==> config.mk <==
export PLATFORM = sky130hd
export DESIGN_NAME = chacha_front
export DESIGN_NICKNAME = d
export VERILOG_FILES = /design/src/hw/rtl/chacha_pkg.sv /design/src/hw/rtl/chacha_front.sv
export SDC_FILE = /design/constraint.sdc
export NUM_CORES = 1
export LEC_CHECK = 0
export ABC_AREA = 1
export BUFFER_PORTS_ARGS = -buffer_cell sky130_fd_sc_hd__buf_2
export CAP_MARGIN = 20
export CORE_AREA = 10 10 47 49
export DETAILED_ROUTE_END_ITERATION = 10
export DIE_AREA = 0 0 57 59
export MAX_ROUTING_LAYER = met4
export PLACE_DENSITY = 0.71
export SYNTH_ARGS = -nofsm -noshare
export SYNTH_HDL_FRONTEND = slang
export SYNTH_SLANG_ARGS = --single-unit
==> constraint.sdc <==
create_clock -name clk -period 1.15 [get_ports clk]
set_clock_uncertainty 0.1 [all_clocks]
set_input_delay 0.23 -clock clk [delete_from_list [all_inputs] [get_ports clk]]
set_output_delay 0.23 -clock clk [all_outputs]
set_load 0.03 [all_outputs]
==> src/hw/rtl/chacha_pkg.sv <==
// Shared types, constants and helper functions of the ChaCha20 byte-stream cipher.
package chacha_pkg;

  localparam int STATE_WORDS       = 16;
  localparam int DOUBLE_ROUNDS_DEF = 10;
  localparam int QUEUE_DEPTH_DEF   = 4;
  localparam int CFG_IDX_W         = 3;
  localparam int CFG_DATA_W        = 64;

  localparam logic [CFG_IDX_W-1:0] REG_KEY_01    = 3'd0;
  localparam logic [CFG_IDX_W-1:0] REG_KEY_23    = 3'd1;
  localparam logic [CFG_IDX_W-1:0] REG_KEY_45    = 3'd2;
  localparam logic [CFG_IDX_W-1:0] REG_KEY_67    = 3'd3;
  localparam logic [CFG_IDX_W-1:0] REG_NONCE_01  = 3'd4;
  localparam logic [CFG_IDX_W-1:0] REG_NONCE_2   = 3'd5;
  localparam logic [CFG_IDX_W-1:0] REG_CTR_START = 3'd6;

  localparam logic [3:0][31:0] SIGMA = {32'h6b206574, 32'h79622d32,
                                        32'h3320646e, 32'h61707865};

  typedef logic [STATE_WORDS-1:0][31:0] blk_t;

  typedef struct packed {
    logic [7:0][31:0] key;
    logic [2:0][31:0] nonce;
    logic [31:0]      ctr_start;
  } cipher_cfg_t;

  typedef struct packed {
    logic [7:0] data;
    logic       eom;
    logic       new_block;
    logic       msg_start;
    logic       last_in_block;
    logic [5:0] pos;
  } item_t;

  typedef struct packed {
    logic pop;
    logic calc;
    logic blk_ok;
  } bk_stat_t;

  function automatic blk_t make_init(input cipher_cfg_t cfg, input logic [31:0] ctr);
    blk_t w;
    w[3:0]  = SIGMA;
    w[11:4] = cfg.key;
    w[12]   = ctr;
    w[15:13] = cfg.nonce;
    return w;
  endfunction

  function automatic logic [31:0] rot_step(input logic [31:0] v, input logic [1:0] step);
    logic [31:0] r;
    case (step)
      2'd0:    r = {v[15:0], v[31:16]};
      2'd1:    r = {v[19:0], v[31:20]};
      2'd2:    r = {v[23:0], v[31:24]};
      default: r = {v[24:0], v[31:25]};
    endcase
    return r;
  endfunction

endpackage

==> src/hw/rtl/chacha_front.sv <==
// Front part: accepts input transactions and tags each byte with its block position.
module chacha_front import chacha_pkg::*; (
  input  logic       clk,
  input  logic       rst_n,
  input  logic       in_valid,
  output logic       in_ready,
  input  logic [7:0] in_data_byte,
  input  logic       in_end_of_message,
  input  logic       q_full,
  output logic       push,
  output item_t      push_item
);

  logic [5:0] pos_r;
  logic       active_r;

  assign in_ready = !q_full;
  assign push     = in_valid && !q_full;

  always_comb begin
    push_item.data          = in_data_byte;
    push_item.eom           = in_end_of_message;
    push_item.new_block     = (pos_r == '0);
    push_item.msg_start     = !active_r;
    push_item.last_in_block = (pos_r == 6'd63);
    push_item.pos           = pos_r;
  end

  always_ff @(posedge clk) begin
    if (!rst_n) begin
      pos_r    <= '0;
      active_r <= 1'b0;
    end else if (push) begin
      if (in_end_of_message) begin
        pos_r    <= '0;
        active_r <= 1'b0;
      end else begin
        pos_r    <= pos_r + 1'b1;
        active_r <= 1'b1;
      end
    end
  end

endmodule

==> reports/metrics.yaml <==
outcome: "finished with violations"
violated_checks: "negative setup slack"
timing.slew.headroom: 0.841
synth_mux_area_frac: 0
timing.critical_path.arrival_ns: 1.15
fin_crit_sh: 1.29
boundaryPins: 33
final.fill_count: 149
cts_inserted_buffers: 3
clk_latency_ns: 0.26
critPathMaxStageDelay_ns: 0.36
dpl-instance-area_um2: 568
finalSetupViolations: 10
finalHoldViolations: 0
antenna_found_initial: 0
place_hpwl_um: 920
floorplan.initialDensity: 0.314
grt_use_total: 0.0815
worst_ir_drop_vdd_mv: 0.769
tightestPinTransition_ns: 0.236
grt_setup_unrepaired: "true"
grt_pass1_wl_um: 2100
cts_num_sinks: 7
first_iter_violations: 3
worst_setup_path_start_kind: "flip-flop"
fmax_ghz: 0.674
post_synth_inst_count: 63
grt_pass1_vias: 477
layout_setup_ws_ns: -0.335
required_ns: 0.82
netlist-cell-type-count: 16
yosysWarningCount: 0
clk_pin_slew_worst_paths_ns: 0.06
power_density_over_cell_area_nw_per_um2: 763
tritoncts: "yes"
critical_path.cell_chain: "inv_2, ha_4, nand3_4, nor3_4, buf_6"
synth_compound_gate_area_share: 0.102
synth_xor_area_frac: 0
die-width_um: 57
fin_setup_tns_ns: -1.32
synthSimpleGateAreaFrac: 0.267
mostFrequentLayoutCells: "buf_4 (11), buf_6 (11), inv_1 (8), nand2_1 (7), buf_2 (7)"
hold_buffers: 0
yosys_register_bits: 7
main_combinational_cell_family_by_area_after_synthesis: "simple AND/OR/NAND/NOR gates"
proportion_of_layout_cells_with_a_drive_suffix_above_1: 0.667
detail_route.drc_violations: 0
worstHoldPathType: "primary input to flip-flop"
final_max_slew_viol_count: 0
count_of_maximum_capacitance_violations: 0
antenna_violating_nets_post_route: 0
clock-root-buffer: "clkbuf_4"
fp.coreArea_um2: 1400
detail_route.wirelength_um: 1360
nets_finish: 103
routabilityCongestion: 0.790
fp-row-count: 14
total_via_count_in_the_routed_design: 468
numPortBuffers: 16
flow.area_growth_from_synthesis_pct: 74.4
h-tree-depth: 1
critPathSlowestCell: "dfxtp_4"
vias_per_cell: 4.54
antenna-diode-count: 0
syn-cell-area_um2: 440
overflow: 0
die_area_um2: 3360
final_cell_area_um2: 768
kind_of_critical_path: "flip-flop to primary output"
die_y_um: 59
maximum_number_of_buffers_from_clock_root_to_sink: 2
wl_per_cell_um: 13.2
grt_start_max_net_pins: 6
synth_nets: 78
synth_fa_ha_area_frac: 0.0568
setup.worst_path.end_class: "primary output"
sequential_fraction_of_the_synthesis_area: 0.318
synthesis.area_per_instance_um2: 6.99
power_leakage_nw: 0.365
detailedRoute.firstPassIterationCount: 2
timing.final.crit_period_ns: 1.48
worstPathMaxFanout: 3
## cells by family (layout without fill, tap and decap cells)
kind of cell | Yosys count | in the layout
AOI/OAI and AO/OA | 8 | 8
adders and majority gates | 2 | 2
buffers and inverters | 21 | 45
DFF | 7 | 7
and+or+nand+nor | 25 | 25
## power breakdown
part / total (mW) / leakage (nW) / switching, mW / internal (mW)
Sequential: 0.244 / 0.0606 / 0.00281 / 0.242
Combinational: 0.107 / 0.287 / 0.0628 / 0.0440
Clock: 0.235 / 0.0177 / 0.107 / 0.128
## cell usage after synthesis, drive strengths merged
cell | number | share of area
ha | 2 | 0.057
buf | 9 | 0.15
nand2 | 12 | 0.11
nand3 | 4 | 0.057
o21ai | 3 | 0.034
nor3 | 3 | 0.034
a21oi | 4 | 0.045
nor2 | 6 | 0.062
o211a | 1 | 0.023
dfxtp | 7 | 0.32
inv | 12 | 0.10
## layer usage
| layer | part of all wire | vias to the layer above | track usage | routed length, um |
|---|---|---|---|---|
| met5 | 0 | - | - | 0 |
| met4 | 0.010 | 0 | 0.0336 | 14 |
| met3 | 0.10 | 5 | 0.0579 | 135 |
| met2 | 0.52 | 17 | 0.129 | 706 |
| met1 | 0.37 | 205 | 0.0754 | 499 |
| li1 | - | 241 | - | - |
## cell type report
class                           count  area [um2]  share of cell area
Multi-Input combinational cell     35         279               0.363
Timing Repair Buffer               29         241               0.314
Sequential cell                     7         155               0.202
Inverter                           12        45.0              0.0586
Clock buffer                        3        22.5              0.0293
Tap cell                           16        20.0              0.0261
Clock inverter                      1        5.00             0.00651
## worst max-delay path: cells and delay by family (launching register included)
kind | cells | cell delay, ns
fa+ha+maj | 1 | 0.13
flops | 1 | 0.36
simple gates | 2 | 0.19
buf+inv | 2 | 0.21
## registers in the layout, summed over array words and instances (netlist names)
name,count
pos_r,6
active_r,1
## path summary, 6_finish.rpt
| path | startpoint | to | slack [ns] | cells after the start |
|---|---|---|---|---|
| max | pos_r[1] | push_item[8] | -0.33 | 5 |
| min | rst_n | pos_r[2] | 0.14 | 3 |
| min reg2reg | active_r | active_r | 0.36 | 2 |
| max reg2reg | pos_r[0] | pos_r[4] | -0.11 | 7 |
## stage by stage
stage | std cells | hold slack, ns | total power [mW] | utilization | worst slack [ns]
3_3_place_gp | 94 | 0.340 | 0.337 | 0.405 | -0.127
3_5_place_dp | 94 | 0.346 | 0.337 | 0.405 | -0.135
5_1_grt | 103 | 0.126 | 0.629 | 0.548 | -0.392
2_1_floorplan | 63 | 0.252 | 0.358 | - | -0.140
6_report | 103 | 0.139 | 0.586 | 0.548 | -0.335
4_1_cts | 101 | 0.132 | 0.594 | 0.513 | -0.352
## repair_timing
item / in CTS / in global routing
resized for setup: 28 / 14
setup buffers: 4 / 3
setup endpoints to repair: 8 / 12
pin swaps: 0 / 4
No activity file was read; power rests on OpenSTA's default activity.
