===== src/hw/rtl/chacha_pkg.sv =====
// Shared types, constants and helper functions of the ChaCha20 byte-stream cipher.
package chacha_pkg;

  localparam int STATE_WORDS       = 16;
  localparam int DOUBLE_ROUNDS_DEF = 10;
  localparam int QUEUE_DEPTH_DEF   = 4;
  localparam int CFG_IDX_W         = 3;
  localparam int CFG_DATA_W        = 64;

  localparam logic [CFG_IDX_W-1:0] REG_KEY_01    = 3'd0;
  localparam logic [CFG_IDX_W-1:0] REG_KEY_23    = 3'd1;
  localparam logic [CFG_IDX_W-1:0] REG_KEY_45    = 3'd2;
  localparam logic [CFG_IDX_W-1:0] REG_KEY_67    = 3'd3;
  localparam logic [CFG_IDX_W-1:0] REG_NONCE_01  = 3'd4;
  localparam logic [CFG_IDX_W-1:0] REG_NONCE_2   = 3'd5;
  localparam logic [CFG_IDX_W-1:0] REG_CTR_START = 3'd6;

  localparam logic [3:0][31:0] SIGMA = {32'h6b206574, 32'h79622d32,
                                        32'h3320646e, 32'h61707865};

  typedef logic [STATE_WORDS-1:0][31:0] blk_t;

  typedef struct packed {
    logic [7:0][31:0] key;
    logic [2:0][31:0] nonce;
    logic [31:0]      ctr_start;
  } cipher_cfg_t;

  typedef struct packed {
    logic [7:0] data;
    logic       eom;
    logic       new_block;
    logic       msg_start;
    logic       last_in_block;
    logic [5:0] pos;
  } item_t;

  typedef struct packed {
    logic pop;
    logic calc;
    logic blk_ok;
  } bk_stat_t;

  function automatic blk_t make_init(input cipher_cfg_t cfg, input logic [31:0] ctr);
    blk_t w;
    w[3:0]  = SIGMA;
    w[11:4] = cfg.key;
    w[12]   = ctr;
    w[15:13] = cfg.nonce;
    return w;
  endfunction

  function automatic logic [31:0] rot_step(input logic [31:0] v, input logic [1:0] step);
    logic [31:0] r;
    case (step)
      2'd0:    r = {v[15:0], v[31:16]};
      2'd1:    r = {v[19:0], v[31:20]};
      2'd2:    r = {v[23:0], v[31:24]};
      default: r = {v[24:0], v[31:25]};
    endcase
    return r;
  endfunction

endpackage


===== src/hw/rtl/chacha_queue.sv =====
// Small in-order queue of classified items between the front and back parts.
module chacha_queue import chacha_pkg::*; #(
  parameter int DEPTH = QUEUE_DEPTH_DEF
) (
  input  logic  clk,
  input  logic  rst_n,
  input  logic  push,
  input  item_t push_item,
  output logic  full,
  input  logic  pop,
  output logic  head_valid,
  output item_t head
);

  localparam int PW = (DEPTH > 1) ? $clog2(DEPTH) : 1;
  localparam int CW = $clog2(DEPTH + 1);

  item_t         mem_r [DEPTH];
  logic [PW-1:0] wr_ptr_r, rd_ptr_r;
  logic [CW-1:0] cnt_r;

  assign full       = (cnt_r == CW'(DEPTH));
  assign head_valid = (cnt_r != '0);
  assign head       = mem_r[rd_ptr_r];

  always_ff @(posedge clk) begin
    if (push) begin
      mem_r[wr_ptr_r] <= push_item;
    end
  end

  always_ff @(posedge clk) begin
    if (!rst_n) begin
      wr_ptr_r <= '0;
      rd_ptr_r <= '0;
      cnt_r    <= '0;
    end else begin
      if (push) begin
        wr_ptr_r <= (wr_ptr_r == PW'(DEPTH - 1)) ? '0 : wr_ptr_r + 1'b1;
      end
      if (pop) begin
        rd_ptr_r <= (rd_ptr_r == PW'(DEPTH - 1)) ? '0 : rd_ptr_r + 1'b1;
      end
      if (push && !pop) begin
        cnt_r <= cnt_r + 1'b1;
      end else if (pop && !push) begin
        cnt_r <= cnt_r - 1'b1;
      end
    end
  end

endmodule


===== config.mk =====
export PLATFORM = sky130hd
export DESIGN_NAME = chacha_queue
export DESIGN_NICKNAME = d
export VERILOG_FILES = /design/src/hw/rtl/chacha_pkg.sv /design/src/hw/rtl/chacha_queue.sv
export SDC_FILE = /design/constraint.sdc
export NUM_CORES = 1
export LEC_CHECK = 0
export ABC_AREA = 1
export BUFFER_PORTS_ARGS = -buffer_cell sky130_fd_sc_hd__buf_2
export CAP_MARGIN = 10
export CELL_PAD_IN_SITES_DETAIL_PLACEMENT = 1
export CELL_PAD_IN_SITES_GLOBAL_PLACEMENT = 2
export CORE_MARGIN = 2
export CORE_UTILIZATION = 39
export DETAILED_ROUTE_END_ITERATION = 6
export PLACE_DENSITY = 0.87
export REMOVE_ABC_BUFFERS = 1
export SLEW_MARGIN = 20
export SYNTH_ARGS = -nofsm -noshare
export SYNTH_HDL_FRONTEND = slang
export SYNTH_SLANG_ARGS = --single-unit

===== constraint.sdc =====
create_clock -name clk -period 1.6 [get_ports clk]
set_clock_uncertainty 0.15 [all_clocks]
set_input_delay 0.16 -clock clk [delete_from_list [all_inputs] [get_ports clk]]
set_output_delay 0.16 -clock clk [all_outputs]
set_load 0.005 [all_outputs]

==> results.sh <==
export IMPL_tns_ns=-0.971
export IMPL_worstSetupStartpointType="flip-flop"
export IMPL_first_pass_iters=4
export IMPL_drt_iter0_drc=65
export IMPL_detail_route_wl_per_cell_um=18.1
export IMPL_cap_violations=0
export IMPL_fill_cells=805
export IMPL_grt_pass1_vias=2257
export IMPL_r2r_slack_ns=0.23
export IMPL_cp_required_ns=1.29
export IMPL_drc=0
export IMPL_slowest_delay_ns=0.38
export IMPL_slew_violations=0
export IMPL_synth_cell_area_um2=3170
export IMPL_placed_area_um2=3520
export IMPL_min_path_type="in2reg"
export IMPL_htree_num_levels=3
export IMPL_fin_nets=339
export IMPL_place_port_buffers=41
export IMPL_postRouteAntennaNets=0
export IMPL_antenna_found_initial=0
export IMPL_synth_mux_area_share_pct=0
export IMPL_synth_top_family_by_area="compound AO/OA/AOI/OAI gates"
export IMPL_cp_cell_sequence="buf_12 > buf_16 > o21ai_2 > o22ai_1 > buf_2"
export IMPL_grt_max_degree=19
export IMPL_synthXorXnorAreaFrac_pct=0.276
export IMPL_via_per_inst=5.14
export IMPL_clockBufferDepth=2
export IMPL_n_antenna_cell=0
export IMPL_period_needed_ns=1.68
export IMPL_power_per_cell_area_nw_per_um2=1080
export IMPL_synth_seq_cells=81
export IMPL_multiInputGateArea_um2=806
export IMPL_cts_buffers=9
export IMPL_synthCells=234
export IMPL_grtUsageTotal_pct=17.5
export IMPL_initial_core_util_pct=40.6
export IMPL_pin_count=42
export IMPL_hold_depth=3
export IMPL_cts_num_sinks=81
export IMPL_insertion_delay_ns=0.34
export IMPL_synth_area_per_cell_um2=13.5
export IMPL_via_count=2144
export IMPL_area_delta_synth_final_pct=33.5
export IMPL_dpl_hpwl_mm=4.09
export IMPL_status="finished with violations"
export IMPL_coreArea_um2=7810
export IMPL_setup_violations_final=18
export IMPL_r2r_cells=4
export IMPL_slew_headroom_pct=83.8
export IMPL_violations="setup timing"
export IMPL_gp_congestion=0.682
export IMPL_cp_arrival_ns=1.37
export IMPL_tightest_slew_ns=0.240
export IMPL_power_total_uw=4570
export IMPL_row_count=32
export IMPL_die_area_um2=8860
export IMPL_post_route_period_util_pct=105
export IMPL_synth_compound_area_share_pct=10.2
export IMPL_fmax_ghz=0.594
export IMPL_overflow=0
export IMPL_drive_gt1_share_pct=33.7
export IMPL_end_kind="primary output"
export IMPL_yosysSeqAreaShare_pct=73.9
export IMPL_synthSimpleGateAreaFrac_pct=7.23
export IMPL_path_clk_slew_ns=0.08
export IMPL_crit_fanout=9
export IMPL_rsz0062_at_grt="yes"
export IMPL_root_buffer="clkbuf_8"
export IMPL_synth_fa_ha_area_share_pct=3.00
export IMPL_final_util_pct=54.2
export IMPL_fin_hold_ws_ns=0.0231
export IMPL_cpMaxStageDelayCell="dfxtp_4"
export IMPL_peakVddDrop_mv=0.384
export IMPL_die_w_um=94.1
export IMPL_routed_wl_mm=7.55
export IMPL_synth_warning_count=0
export IMPL_critical_path_class="reg2out"
export IMPL_cts_tree="yes"
export IMPL_leakage_uw=0.00158
export IMPL_regArea_um2=2350
export IMPL_finalHoldViolations=0
export IMPL_finalWorstSetupSlack_ns=-0.0836
export IMPL_final_area_um2=4230
export IMPL_grt_pass1_wl_mm=11.4
export IMPL_die_h_um=94.1
export IMPL_synthDistinctLibCells=19
## synthesized netlist by cell type
master,count,area share [%]
clkinv_2,1,0.16
nand4_1,1,0.20
xor2_1,1,0.28
o22ai_1,18,3.6
ha_1,6,2.4
a21oi_1,3,0.47
nor2_1,45,5.3
o21ai_1,15,2.4
fa_1,1,0.63
o21ai_0,24,3.8
nor3_1,3,0.47
edfxtp_1,72,68
inv_8,1,0.36
buf_4,3,0.71
buf_6,7,2.5
inv_1,14,1.7
dfxtp_1,9,5.7
nand2_1,9,1.1
nand3_1,1,0.16
## per-stage QoR
stage | worst slack [ns] | std cells
after floorplan | -0.0498 | 224
after global placement | 0.0322 | 375
after detailed placement | 0.0155 | 375
after CTS | -0.0771 | 414
after global routing | -0.133 | 417
final | -0.0836 | 417
## power by group
part           internal, uW  leakage, uW  switching, uW  total [uW]
clock network           721    0.0000933            731        1450
logic                   309     0.000746            351         660
registers              2410     0.000737           57.4        2460
total                  3440      0.00158           1140        4570
## worst paths after layout
| kind | start | end |
|---|---|---|
| setup / recovery | flip-flop | head[4] |
| hold / removal | push | wr_ptr_r[1] |
| setup reg to reg | wr_ptr_r[0] | mem_r[3][13] |
| hold reg to reg | wr_ptr_r[1] | wr_ptr_r[1] |
## cell usage in the layout (no fill, tap or decap), types with 4 or more instances in the layout
master	instances
dlygate4sd3_1	19
inv_1	14
nor2_2	10
dfxtp_1	7
nand2_1	9
buf_2	41
nor2_1	31
o22ai_2	5
o21ai_1	17
o21ai_0	9
o21ai_2	11
nor2_4	4
edfxtp_1	72
ha_1	6
o22ai_1	13
clkbuf_8	9
buf_12	6
## layer usage
metal | global-route usage (%) | vias up | wire length, um
met5 | 0 | - | 0
met4 | 6.16 | 0 | 135
met3 | 3.37 | 14 | 230
met2 | 31.7 | 40 | 3930
met1 | 20.7 | 1087 | 3250
li1 | - | 1003 | -
## cell type report
type / count / area share, %
Clock buffer: 11 / 3.11
Clock inverter: 5 / 1.33
Tap cell: 102 / 3.02
Inverter: 16 / 1.92
Timing Repair Buffer: 74 / 15.6
Sequential cell: 81 / 55.5
Multi-Input combinational cell: 127 / 19.0
Timing Repair inverter: 1 / 0.385
## flip-flops by register name, indices dropped and copies added, names as in the netlist, named ones only
signal	count
cnt_r	3
rd_ptr_r	2
mem_r	72
wr_ptr_r	2
## critical path: cells and delay by family, from the launching register on
| family | cells | cell delay, ns |
|---|---|---|
| buffers and inverters | 3 | 0.42 |
| flip-flops | 1 | 0.38 |
| AO/OA/AOI/OAI | 2 | 0.22 |
## cells by family after synthesis
group | Yosys count
and+or+nand+nor | 59
xor gates and xnor gates | 1
DFF | 81
AOI/OAI and AO/OA | 60
adders and majority gates | 7
buffers and inverters | 26
## what timing repair did
item                                    CTS  global route
gates cloned                              3             3
buffers inserted                          1             0
pin swaps                                 1             5
gates resized for setup                  36            31
hold buffers                             19             0
endpoints found under the setup margin   18            18
hold endpoints to repair                 81             0
No activity file was read; power rests on OpenSTA's default activity.
